`config.mk`:
```
export PLATFORM = sky130hd
export DESIGN_NAME = tray_sorter_stepper_controller_flat
export DESIGN_NICKNAME = d
export VERILOG_FILES = /design/src/sv/tss_pkg.sv /design/src/sv/tss_channels.sv /design/src/sv/tss_csr.sv /design/src/sv/tss_core.sv /design/src/sv/tray_sorter_stepper_controller.sv /design/src/flat_wrapper.sv
export SDC_FILE = /design/constraint.sdc
export NUM_CORES = 1
export LEC_CHECK = 0
export BUFFER_PORTS_ARGS = -buffer_cell sky130_fd_sc_hd__buf_2
export CORE_AREA = 3 3 187 189
export CTS_CLUSTER_DIAMETER = 120
export CTS_CLUSTER_SIZE = 28
export DETAILED_ROUTE_END_ITERATION = 16
export DIE_AREA = 0 0 190 192
export GPL_TIMING_DRIVEN = 0
export PLACE_DENSITY_LB_ADDON = 0.08
export SYNTH_ARGS = -nofsm -noshare
export SYNTH_HDL_FRONTEND = slang
export SYNTH_SLANG_ARGS = --single-unit
```
`constraint.sdc`:
```
create_clock -name clock -period 14 [get_ports clock]
set_input_delay 2.8 -clock clock [delete_from_list [all_inputs] [get_ports clock]]
set_output_delay 2.8 -clock clock [all_outputs]
set_load 0.05 [all_outputs]
```
`src/sv/tss_pkg.sv`:
```
// Shared types, constants and helper functions of the tray sorter stepper controller.
package tss_pkg;

   // Field widths of the channels and registers
   localparam int VALUE_BITS     = 10;
   localparam int PAUSE_BITS     = 8;
   localparam int STEP_CFG_BITS  = 8;
   localparam int RUN_BITS       = 9;
   localparam int COIL_BITS      = 6;
   localparam int BIN_BITS       = 2;
   localparam int OUT_COUNT_BITS = 16;
   localparam int NUM_CLASSES    = 4;

   // Default parameter values
   localparam int DEF_RAMP_STEPS = 8;
   localparam int DEF_COUNT_BITS = 16;

   // Configuration port
   localparam int CSR_INDEX_BITS = 3;
   localparam int CSR_DATA_BITS  = 10;

   localparam logic [CSR_INDEX_BITS-1:0] CSR_ALUMINUM_LIMIT = 3'd0;
   localparam logic [CSR_INDEX_BITS-1:0] CSR_STEEL_LIMIT    = 3'd1;
   localparam logic [CSR_INDEX_BITS-1:0] CSR_WHITE_LIMIT    = 3'd2;
   localparam logic [CSR_INDEX_BITS-1:0] CSR_CRUISE_PAUSE   = 3'd3;
   localparam logic [CSR_INDEX_BITS-1:0] CSR_QUARTER_STEPS  = 3'd4;
   localparam logic [CSR_INDEX_BITS-1:0] CSR_HALF_STEPS     = 3'd5;

   // Register reset values
   localparam logic [VALUE_BITS-1:0]    RST_ALUMINUM_LIMIT = 10'd400;
   localparam logic [VALUE_BITS-1:0]    RST_STEEL_LIMIT    = 10'd800;
   localparam logic [VALUE_BITS-1:0]    RST_WHITE_LIMIT    = 10'd950;
   localparam logic [PAUSE_BITS-1:0]    RST_CRUISE_PAUSE   = 8'd8;
   localparam logic [STEP_CFG_BITS-1:0] RST_QUARTER_STEPS  = 8'd34;
   localparam logic [STEP_CFG_BITS-1:0] RST_HALF_STEPS     = 8'd84;

   // Request function codes
   localparam logic FUNC_TICK = 1'b0;
   localparam logic FUNC_SORT = 1'b1;

   // Bin codes
   localparam logic [BIN_BITS-1:0] BIN_BLACK    = 2'd0;
   localparam logic [BIN_BITS-1:0] BIN_WHITE    = 2'd1;
   localparam logic [BIN_BITS-1:0] BIN_STEEL    = 2'd2;
   localparam logic [BIN_BITS-1:0] BIN_ALUMINUM = 2'd3;

   typedef enum logic [1:0] {
      MOVE_NONE,
      MOVE_CW90,
      MOVE_CCW90,
      MOVE_CW180
   } move_type;

   // Tray move by [from bin][to bin]
   localparam move_type MOVE_TABLE [NUM_CLASSES][NUM_CLASSES] = '{
      '{MOVE_NONE,  MOVE_CW180, MOVE_CCW90, MOVE_CW90 },
      '{MOVE_CW180, MOVE_NONE,  MOVE_CW90,  MOVE_CCW90},
      '{MOVE_CW90,  MOVE_CCW90, MOVE_NONE,  MOVE_CW180},
      '{MOVE_CCW90, MOVE_CW90,  MOVE_CW180, MOVE_NONE }
   };

   // Coil drive patterns in clockwise order
   localparam logic [COIL_BITS-1:0] COIL_TABLE [4] = '{6'h30, 6'h06, 6'h28, 6'h05};

   // Ramp pauses in ticks, fastest last
   localparam int RAMP_TABLE_LEN = 8;
   localparam logic [PAUSE_BITS-1:0] RAMP_FLOOR = 8'd8;
   localparam logic [PAUSE_BITS-1:0] RAMP_TABLE [RAMP_TABLE_LEN] =
      '{8'd20, 8'd19, 8'd16, 8'd13, 8'd11, 8'd10, 8'd9, 8'd8};

   typedef struct packed {
      logic [VALUE_BITS-1:0]    aluminum_limit;
      logic [VALUE_BITS-1:0]    steel_limit;
      logic [VALUE_BITS-1:0]    white_limit;
      logic [PAUSE_BITS-1:0]    cruise_pause;
      logic [STEP_CFG_BITS-1:0] quarter_steps;
      logic [STEP_CFG_BITS-1:0] half_steps;
   } cfg_type;

   typedef struct packed {
      logic [COIL_BITS-1:0]      coil_pattern;
      logic                      busy_res;
      logic                      rejected;
      logic [BIN_BITS-1:0]       tray_bin;
      logic [OUT_COUNT_BITS-1:0] black_count;
      logic [OUT_COUNT_BITS-1:0] white_count;
      logic [OUT_COUNT_BITS-1:0] steel_count;
      logic [OUT_COUNT_BITS-1:0] aluminum_count;
   } result_type;

   // Pause of one ramp entry; entries past the table run at the floor
   function automatic logic [PAUSE_BITS-1:0] ramp_pause(input logic [RUN_BITS-1:0] idx);
      logic [PAUSE_BITS-1:0] pause;
      pause = RAMP_FLOOR;
      if (idx < RUN_BITS'(RAMP_TABLE_LEN)) begin
         pause = RAMP_TABLE[idx[2:0]];
      end
      return pause;
   endfunction

   // Pause after step idx of a run: ramp up, cruise, mirrored ramp down
   function automatic logic [PAUSE_BITS-1:0] step_pause(
      input logic [RUN_BITS-1:0]   idx,
      input logic [RUN_BITS-1:0]   run_len,
      input logic [PAUSE_BITS-1:0] cruise,
      input logic [RUN_BITS-1:0]   ramp_len
   );
      logic [PAUSE_BITS-1:0] pause;
      if (idx < ramp_len) begin
         pause = ramp_pause(idx);
      end else if ({1'b0, idx} + {1'b0, ramp_len} >= {1'b0, run_len}) begin
         pause = ramp_pause(run_len - RUN_BITS'(1) - idx);
      end else if (cruise == '0) begin
         pause = PAUSE_BITS'(1);
      end else begin
         pause = cruise;
      end
      return pause;
   endfunction

endpackage

```
`src/sv/tss_channels.sv`:
```
// Request and response channel interfaces of the tray sorter stepper controller.
interface tss_req_if;
   import tss_pkg::*;

   logic                  valid;
   logic                  ready;
   logic                  func;
   logic [VALUE_BITS-1:0] item_value;

   modport source (output valid, output func, output item_value, input ready);
   modport sink   (input valid, input func, input item_value, output ready);
endinterface

interface tss_rsp_if;
   import tss_pkg::*;

   logic                      valid;
   logic                      ready;
   logic [COIL_BITS-1:0]      coil_pattern;
   logic                      busy_res;
   logic                      rejected;
   logic [BIN_BITS-1:0]       tray_bin;
   logic [OUT_COUNT_BITS-1:0] black_count;
   logic [OUT_COUNT_BITS-1:0] white_count;
   logic [OUT_COUNT_BITS-1:0] steel_count;
   logic [OUT_COUNT_BITS-1:0] aluminum_count;

   modport source (
      output valid, output coil_pattern, output busy_res, output rejected,
      output tray_bin, output black_count, output white_count,
      output steel_count, output aluminum_count, input ready
   );
   modport sink (
      input valid, input coil_pattern, input busy_res, input rejected,
      input tray_bin, input black_count, input white_count,
      input steel_count, input aluminum_count, output ready
   );
endinterface

```
`src/sv/tss_csr.sv`:
```
// Configuration register bank: thresholds, cruise pause and cruise step counts.
module tss_csr (
   input  logic                                  clock,
   input  logic                                  reset,
   input  logic                                  csr_we,
   input  logic [tss_pkg::CSR_INDEX_BITS-1:0]    csr_index,
   input  logic [tss_pkg::CSR_DATA_BITS-1:0]     csr_wdata,
   output tss_pkg::cfg_type                      cfg
);
   import tss_pkg::*;

   cfg_type cfg_ff;
   cfg_type cfg_in;

   // Decode the write; unused indexes leave everything as is
   always_comb begin
      cfg_in = cfg_ff;
      if (csr_we) begin
         unique case (csr_index)
            CSR_ALUMINUM_LIMIT: cfg_in.aluminum_limit = VALUE_BITS'(csr_wdata);
            CSR_STEEL_LIMIT:    cfg_in.steel_limit    = VALUE_BITS'(csr_wdata);
            CSR_WHITE_LIMIT:    cfg_in.white_limit    = VALUE_BITS'(csr_wdata);
            CSR_CRUISE_PAUSE:   cfg_in.cruise_pause   = csr_wdata[PAUSE_BITS-1:0];
            CSR_QUARTER_STEPS:  cfg_in.quarter_steps  = csr_wdata[STEP_CFG_BITS-1:0];
            CSR_HALF_STEPS:     cfg_in.half_steps     = csr_wdata[STEP_CFG_BITS-1:0];
            default:            cfg_in = cfg_ff;
         endcase
      end
   end

   // Hold the registers
   always_ff @(posedge clock) begin
      if (reset) begin
         cfg_ff.aluminum_limit <= RST_ALUMINUM_LIMIT;
         cfg_ff.steel_limit    <= RST_STEEL_LIMIT;
         cfg_ff.white_limit    <= RST_WHITE_LIMIT;
         cfg_ff.cruise_pause   <= RST_CRUISE_PAUSE;
         cfg_ff.quarter_steps  <= RST_QUARTER_STEPS;
         cfg_ff.half_steps     <= RST_HALF_STEPS;
      end else begin
         cfg_ff <= cfg_in;
      end
   end

   assign cfg = cfg_ff;

endmodule

```
`src/sv/tss_core.sv`:
```
// Sorting, tray motion and class counters, with the result register.
module tss_core #(
   parameter int RAMP_STEPS = tss_pkg::DEF_RAMP_STEPS,
   parameter int COUNT_BITS = tss_pkg::DEF_COUNT_BITS
) (
   input  logic                              clock,
   input  logic                              reset,
   input  logic                              step_en,
   input  logic                              item_func,
   input  logic [tss_pkg::VALUE_BITS-1:0]    item_value,
   input  tss_pkg::cfg_type                  cfg,
   output tss_pkg::result_type               result
);
   import tss_pkg::*;

   localparam logic [RUN_BITS-1:0] RAMP_LEN  = RUN_BITS'(RAMP_STEPS);
   localparam logic [RUN_BITS-1:0] RAMP_BOTH = RUN_BITS'(2 * RAMP_STEPS);

   // Motion and counter state
   logic [BIN_BITS-1:0]   bin_ff, bin_in;
   logic [1:0]            phase_ff, phase_in;
   logic [COIL_BITS-1:0]  pattern_ff, pattern_in;
   logic                  moving_ff, moving_in;
   logic                  cw_ff, cw_in;
   logic [RUN_BITS-1:0]   steps_ff, steps_in;
   logic [RUN_BITS-1:0]   run_len_ff, run_len_in;
   logic [PAUSE_BITS-1:0] wait_ff, wait_in;
   logic [COUNT_BITS-1:0] count_ff [NUM_CLASSES];
   logic [COUNT_BITS-1:0] count_in [NUM_CLASSES];

   result_type result_ff, result_in;

   // Per-item decode
   logic [BIN_BITS-1:0]   target;
   move_type              kind;
   logic                  do_sort;
   logic                  do_tick;
   logic                  rejected;
   logic [PAUSE_BITS-1:0] wait_dec;
   logic [RUN_BITS-1:0]   cruise_steps;
   logic                  step_do;
   logic [RUN_BITS-1:0]   step_idx;
   logic                  step_cw;
   logic [RUN_BITS-1:0]   step_run;
   logic [1:0]            step_phase;

   // Classify the reflectance value by the three thresholds
   always_comb begin
      priority if (item_value < cfg.aluminum_limit) begin
         target = BIN_ALUMINUM;
      end else if (item_value < cfg.steel_limit) begin
         target = BIN_STEEL;
      end else if (item_value < cfg.white_limit) begin
         target = BIN_WHITE;
      end else begin
         target = BIN_BLACK;
      end
   end

   assign kind     = MOVE_TABLE[bin_ff][target];
   assign do_sort  = (item_func == FUNC_SORT) && !moving_ff;
   assign do_tick  = (item_func == FUNC_TICK) && moving_ff;
   assign rejected = (item_func == FUNC_SORT) && moving_ff;
   assign wait_dec = (wait_ff == '0) ? wait_ff : wait_ff - PAUSE_BITS'(1);
   assign cruise_steps = (kind == MOVE_CW180) ? RUN_BITS'(cfg.half_steps)
                                              : RUN_BITS'(cfg.quarter_steps);

   // Sequence the run: start on a sort, advance on a tick
   always_comb begin
      bin_in     = bin_ff;
      moving_in  = moving_ff;
      cw_in      = cw_ff;
      steps_in   = steps_ff;
      run_len_in = run_len_ff;
      wait_in    = wait_ff;
      step_do    = 1'b0;
      step_idx   = '0;
      for (int c = 0; c < NUM_CLASSES; c++) begin
         count_in[c] = count_ff[c];
      end
      if (do_sort) begin
         if (count_ff[target] != '1) begin
            count_in[target] = count_ff[target] + COUNT_BITS'(1);
         end
         bin_in = target;
         if (kind != MOVE_NONE) begin
            cw_in      = (kind != MOVE_CCW90);
            run_len_in = RAMP_BOTH + cruise_steps;
            moving_in  = 1'b1;
            steps_in   = run_len_in - RUN_BITS'(1);
            step_do    = 1'b1;
         end
      end else if (do_tick) begin
         wait_in = wait_dec;
         if (wait_dec == '0) begin
            if (steps_ff == '0) begin
               moving_in = 1'b0;
            end else begin
               step_idx = run_len_ff - steps_ff;
               steps_in = steps_ff - RUN_BITS'(1);
               step_do  = 1'b1;
            end
         end
      end
   end

   // Drive the next coil phase and load its pause
   assign step_cw    = cw_in;
   assign step_run   = run_len_in;
   assign step_phase = step_cw ? phase_ff + 2'd1 : phase_ff - 2'd1;

   always_comb begin
      phase_in   = phase_ff;
      pattern_in = pattern_ff;
      if (step_do) begin
         phase_in   = step_phase;
         pattern_in = COIL_TABLE[step_phase];
      end
   end

   // Assemble the result from the updated state
   always_comb begin
      result_in.coil_pattern   = pattern_in;
      result_in.busy_res       = moving_in;
      result_in.rejected       = rejected;
      result_in.tray_bin       = bin_in;
      result_in.black_count    = OUT_COUNT_BITS'(count_in[BIN_BLACK]);
      result_in.white_count    = OUT_COUNT_BITS'(count_in[BIN_WHITE]);
      result_in.steel_count    = OUT_COUNT_BITS'(count_in[BIN_STEEL]);
      result_in.aluminum_count = OUT_COUNT_BITS'(count_in[BIN_ALUMINUM]);
   end

   // Advance the state on each transfer
   always_ff @(posedge clock) begin
      if (reset) begin
         bin_ff     <= BIN_BLACK;
         phase_ff   <= '0;
         pattern_ff <= '0;
         moving_ff  <= 1'b0;
         cw_ff      <= 1'b0;
         steps_ff   <= '0;
         run_len_ff <= '0;
         wait_ff    <= '0;
         for (int c = 0; c < NUM_CLASSES; c++) begin
            count_ff[c] <= '0;
         end
      end else if (step_en) begin
         bin_ff     <= bin_in;
         phase_ff   <= phase_in;
         pattern_ff <= pattern_in;
         moving_ff  <= moving_in;
         cw_ff      <= cw_in;
         steps_ff   <= steps_in;
         run_len_ff <= run_len_in;
         wait_ff    <= step_do ? step_pause(step_idx, step_run, cfg.cruise_pause, RAMP_LEN)
                               : wait_in;
         for (int c = 0; c < NUM_CLASSES; c++) begin
            count_ff[c] <= count_in[c];
         end
      end
   end

   // Capture the result
   always_ff @(posedge clock) begin
      if (step_en) begin
         result_ff <= result_in;
      end
   end

   assign result = result_ff;

endmodule

```
`src/sv/tray_sorter_stepper_controller.sv`:
```
// Top level of the tray sorter stepper controller: input register, core, response handshake.
//
// Usage:
//   req carries one item per transfer: func selects a one-millisecond tick (0) or a
//   sort request (1) with the item's minimum reflectance in item_value.
//   rsp returns exactly one result per item: the coil pattern applied, busy_res,
//   rejected (sort request while a move runs), the target bin and four saturating
//   class counters.
//   csr_we/csr_index/csr_wdata write the thresholds and move timing; write only
//   while no item is in flight.
// Pipeline and throughput:
//   An item is transferred into the input register and processed from there into
//   the result register, which offers its result; a stalled result holds it back.
//   One item is accepted every cycle while rsp.ready stays high; the state update
//   through the classifier, move table and pause lookup is combinational and keeps up with that rate.
// Reset:
//   Synchronous, active high. Tray at the black bin, coils off, counters zero,
//   registers at their defaults, both channels empty.
// Stall:
//   While rsp.ready is low the result holds; one more item may wait in the input
//   register, then req.ready drops until the result is taken.
module tray_sorter_stepper_controller #(
   parameter int RAMP_STEPS = tss_pkg::DEF_RAMP_STEPS,
   parameter int COUNT_BITS = tss_pkg::DEF_COUNT_BITS
) (
   input  logic                                 clock,
   input  logic                                 reset,
   tss_req_if.sink                              req,
   tss_rsp_if.source                            rsp,
   input  logic                                 csr_we,
   input  logic [tss_pkg::CSR_INDEX_BITS-1:0]   csr_index,
   input  logic [tss_pkg::CSR_DATA_BITS-1:0]    csr_wdata
);
   import tss_pkg::*;

   cfg_type    cfg;
   result_type result;

   logic                  in_valid_ff, in_valid_in;
   logic                  in_func_ff;
   logic [VALUE_BITS-1:0] in_value_ff;
   logic                  out_valid_ff, out_valid_in;
   logic                  advance;

   // Move an item forward when the result register is free or being drained
   assign advance   = in_valid_ff && (!out_valid_ff || rsp.ready);
   assign req.ready = !in_valid_ff || advance;

   assign in_valid_in  = (req.valid && req.ready) || (in_valid_ff && !advance);
   assign out_valid_in = advance || (out_valid_ff && !rsp.ready);

   // Hold handshake state
   always_ff @(posedge clock) begin
      if (reset) begin
         in_valid_ff  <= 1'b0;
         out_valid_ff <= 1'b0;
      end else begin
         in_valid_ff  <= in_valid_in;
         out_valid_ff <= out_valid_in;
      end
   end

   // Capture the request payload on transfer
   always_ff @(posedge clock) begin
      if (req.valid && req.ready) begin
         in_func_ff  <= req.func;
         in_value_ff <= req.item_value;
      end
   end

   tss_csr u_csr (
      .clock     (clock),
      .reset     (reset),
      .csr_we    (csr_we),
      .csr_index (csr_index),
      .csr_wdata (csr_wdata),
      .cfg       (cfg)
   );

   tss_core #(
      .RAMP_STEPS (RAMP_STEPS),
      .COUNT_BITS (COUNT_BITS)
   ) u_core (
      .clock      (clock),
      .reset      (reset),
      .step_en    (advance),
      .item_func  (in_func_ff),
      .item_value (in_value_ff),
      .cfg        (cfg),
      .result     (result)
   );

   // Drive the response channel
   assign rsp.valid          = out_valid_ff;
   assign rsp.coil_pattern   = result.coil_pattern;
   assign rsp.busy_res       = result.busy_res;
   assign rsp.rejected       = result.rejected;
   assign rsp.tray_bin       = result.tray_bin;
   assign rsp.black_count    = result.black_count;
   assign rsp.white_count    = result.white_count;
   assign rsp.steel_count    = result.steel_count;
   assign rsp.aluminum_count = result.aluminum_count;

endmodule

```
`src/flat_wrapper.sv`:
```
// flat-port wrapper written by rule: the top's interface ports become plain ports
module tray_sorter_stepper_controller_flat import tss_pkg::*;
#(
   parameter int RAMP_STEPS = tss_pkg::DEF_RAMP_STEPS,
   parameter int COUNT_BITS = tss_pkg::DEF_COUNT_BITS
)
  (clock, reset, csr_we, csr_index, csr_wdata, req_valid, req_func, req_item_value, req_ready, rsp_valid, rsp_coil_pattern, rsp_busy_res, rsp_rejected, rsp_tray_bin, rsp_black_count, rsp_white_count, rsp_steel_count, rsp_aluminum_count, rsp_ready);
  tss_req_if req_i ();
  tss_rsp_if rsp_i ();
  input  logic clock;
  input  logic reset;
  input  logic csr_we;
  input  logic [tss_pkg::CSR_INDEX_BITS-1:0] csr_index;
  input  logic [tss_pkg::CSR_DATA_BITS-1:0] csr_wdata;
  input wire logic [$bits(req_i.valid)-1:0] req_valid;
  input wire logic [$bits(req_i.func)-1:0] req_func;
  input wire logic [$bits(req_i.item_value)-1:0] req_item_value;
  output wire logic [$bits(req_i.ready)-1:0] req_ready;
  output wire logic [$bits(rsp_i.valid)-1:0] rsp_valid;
  output wire logic [$bits(rsp_i.coil_pattern)-1:0] rsp_coil_pattern;
  output wire logic [$bits(rsp_i.busy_res)-1:0] rsp_busy_res;
  output wire logic [$bits(rsp_i.rejected)-1:0] rsp_rejected;
  output wire logic [$bits(rsp_i.tray_bin)-1:0] rsp_tray_bin;
  output wire logic [$bits(rsp_i.black_count)-1:0] rsp_black_count;
  output wire logic [$bits(rsp_i.white_count)-1:0] rsp_white_count;
  output wire logic [$bits(rsp_i.steel_count)-1:0] rsp_steel_count;
  output wire logic [$bits(rsp_i.aluminum_count)-1:0] rsp_aluminum_count;
  input wire logic [$bits(rsp_i.ready)-1:0] rsp_ready;
  assign req_i.valid = req_valid;
  assign req_i.func = req_func;
  assign req_i.item_value = req_item_value;
  assign req_ready = req_i.ready;
  assign rsp_valid = rsp_i.valid;
  assign rsp_coil_pattern = rsp_i.coil_pattern;
  assign rsp_busy_res = rsp_i.busy_res;
  assign rsp_rejected = rsp_i.rejected;
  assign rsp_tray_bin = rsp_i.tray_bin;
  assign rsp_black_count = rsp_i.black_count;
  assign rsp_white_count = rsp_i.white_count;
  assign rsp_steel_count = rsp_i.steel_count;
  assign rsp_aluminum_count = rsp_i.aluminum_count;
  assign rsp_i.ready = rsp_ready;
  tray_sorter_stepper_controller #(.RAMP_STEPS(RAMP_STEPS), .COUNT_BITS(COUNT_BITS)) u_core (.clock(clock), .reset(reset), .req(req_i), .rsp(rsp_i), .csr_we(csr_we), .csr_index(csr_index), .csr_wdata(csr_wdata));
endmodule
```
==> metrics <==
synthesized area per cell=10.2 um2; die height=roughly 190 um; clock power share=24.9%; Combinational Power Share=24.9%; Fmax=136 MHz; via count=about 10000; Design Power=1.65 mW; CTS root buf=clkbuf_16; RePlAce Congestion=~0.83; GRT Residual Overflow=0; Vias/cell=~5.4; final WL=about 36 mm; Hold WS=between 0.4 and 0.5 ns; IO buf count=103; worst path arrival time=a little under 8 ns; #FFs+latches synth=243; sw frac=32.2%; status=complete, no violations; Warnings, synthesis=0; initial drt markers=570; endpoints failing hold=0; NetSw=531 uW; Power Density=about 110 mW/mm2; Req. time, crit path=14.37 ns; worst-case clock skew=0.0219 ns; cells after synthesis=1302; DP Wirelength=26.6 mm; startpoint types=flop; GRT Overall Usage=between 10% and 20%; Post-CTS Resized=0; element type at the critical path end=flop; core area=0.0334 mm2; fill count=3323; Synth cell types=79; I/O pin count=105; MaxCap Viol Count=0; Antenna Violating Nets Remaining=0; register share of total power=about half; global-route wire length before repair=55.6 mm; critical path type=flop to flop; largest net degree at the start of global routing=65; Post-Place Cells=1854; Post-CTS Hold Buffers=0; pre-CTS setup slack=~6.7 ns; initial antenna violation count=0; Reg clk slew, reported paths=0.12 ns; Initial Util=39.6%; setup_tns=0 ns; Seq/Total Area, Yosys=48.0%; Max Slew Vio Count=0; critical path fanouts, max=10; share of layout cells above drive strength 1=between 10% and 20%; drt wl/cell=around 19 um; RSZ-0062 raised after global routing=false; fin cells=~1900; worst vdd ir=0.0803 mV; max_slew headroom=18.4%; FP Rows=67; NumNets Final=between 1500 and 2000; top_reg_cell synth=edfxtp_1; post-synthesis async set-or-reset flop share=0%; first drt pass iteration count=5; worst min-delay path class=flop to flop; leakage=5.65 nW; period utilization=52.4%; worst skew pair latency=0.50 ns; Synth-to-Final Area Change=11.1%; DRC Markers=0; Final setup viols=0; vias in the first global route=9564; Post-synth EDFFs=149; Setup WS post-layout=6.66 ns; H-tree levels=1; Synth Cell Area=0.0133 mm2; Post-CTS Setup Inserts=0; min cycle time layout=7.34 ns; # clock sinks=243; CTS tree=yes; clock buffer depth=3; Die Wd=190 um; Num CTS Buffers=12; full die area=0.0365 mm2; Int Power=1.12 mW; Worst-Margin Slew=1.22 ns; syn nets=1406
metrics by stage:
step | utilization, % | area, um2
global placement | 42.8 | 14300
CTS | 44.0 | 14700
detailed placement | 43.0 | 14400
finish | 44.0 | 14700
global route | 44.0 | 14700
floorplan | - | 13300
power groups by stage:
stage               logic (mW)  clock network, mW  registers (mW)
floorplan                0.253                  0           0.883
global placement         0.406                  0           0.844
detailed placement       0.409                  0           0.842
CTS                      0.411              0.428           0.826
global route             0.452              0.451           0.831
finish                   0.410              0.410           0.826
layout make-up:
cell class | instances | area [um2] | area share [%]
well taps | 448 | 561 | 3.81
multi-input cells | 927 | 6390 | 43.4
repair buffers | 104 | 543 | 3.69
clock buffers | 19 | 348 | 2.36
clock inverters | 1 | 8.76 | 0.0595
flip-flops and latches | 243 | 6360 | 43.2
diodes | 1 | 2.50 | 0.0170
inverters | 80 | 300 | 2.04
plain buffers | 52 | 223 | 1.51
cell families after synthesis:
logic type	after synthesis	synth area share [%]
simple gates	471	17.8
mux	86	7.28
buf+inv	132	3.92
fa+ha+maj	75	7.19
compound gates	251	13.0
flops	243	48.0
xor+xnor	44	2.91
state kept, by name, indices dropped and copies added, names as in the netlist, 2 cells and up:
name and count:
u_core.u_core.result 74, u_core.u_core.bin_ff 2, u_core.u_core.steps_ff 9, u_core.u_core.phase_ff 2
u_core.u_core.wait_ff 8, u_core.u_core.pattern_ff 6, u_core.u_csr.cfg 54, u_core.in_value_ff 10
u_core.u_core.run_len_ff 9, u_core.u_core.count_ff 64
worst paths after layout:
path,start,end,slack [ns],cells after the start
worst max-delay path,u_core.in_value_ff[4],u_core.u_core.wait_ff[2],6.66,23
worst min-delay path,u_core.u_csr.cfg[1],u_core.u_csr.cfg[1],0.46,2
worst max register to register,u_core.in_value_ff[4],u_core.u_core.wait_ff[2],6.66,23
worst min register to register,u_core.u_csr.cfg[1],u_core.u_csr.cfg[1],0.46,2
layout by cell type, fill, tap and decap left out, drive strengths merged, types with 15 or more instances in the layout:
cell type,Yosys,final
mux2,65,65
dfxtp,94,94
a211o,15,15
nor3,32,32
ha,73,73
xor2,20,20
nand2,150,150
edfxtp,149,149
a211oi,24,24
clkbuf,37,56
nand3,33,33
mux2i,21,21
o21ai,37,37
buf,15,119
nand4,17,17
xnor2,24,24
inv,80,81
nor2,98,98
a21oi,90,90
and2,68,68
layer usage:
layer / up-vias / part of all wire, % / GRT usage, %
met4: 0 / 1.5 / 3.47
met5: - / 0 / 0
met2: 222 / 45 / 31.2
met3: 34 / 4.9 / 2.46
li1: 4942 / - / -
met1: 4847 / 49 / 28.7
synth_stat cells, types with 15 or more instances:
cell | n | area share (%)
xor2_1 | 20 | 1.3
ha_1 | 73 | 6.9
inv_1 | 80 | 2.3
mux2i_1 | 21 | 1.6
mux2_2 | 37 | 3.1
dfxtp_1 | 94 | 14
nand4_1 | 17 | 0.80
o21ai_0 | 32 | 1.2
nor3_1 | 30 | 1.1
a211oi_1 | 21 | 1.2
edfxtp_1 | 149 | 34
a21oi_1 | 89 | 3.4
a211o_1 | 15 | 0.99
nor2_1 | 95 | 2.7
nand2_1 | 150 | 4.2
and2_1 | 68 | 3.2
xnor2_1 | 24 | 1.6
clkbuf_1 | 37 | 1.0
mux2_1 | 22 | 1.9
nand3_1 | 33 | 1.2
worst max-delay path: stages (launching register included):
cell	delay, ns
edfxtp_1	0.46
ha_1	0.34
a41oi_1	0.22
nor2_1	0.09
a211oi_2	0.88
a21oi_2	0.07
clkbuf_1	0.37
a41oi_1	0.33
nand4_1	0.30
buf_2	0.33
clkbuf_1	0.27
o21ai_0	0.48
ha_1	0.39
nand2b_1	0.17
a21o_1	0.17
a21oi_1	0.14
nor2b_1	0.06
o2111ai_1	0.21
a21oi_1	0.10
a311oi_1	0.97
nor4_2	0.24
nor3b_1	0.22
a221oi_1	0.28
nor4_1	0.08
No activity file was read; power rests on OpenSTA's default activity.
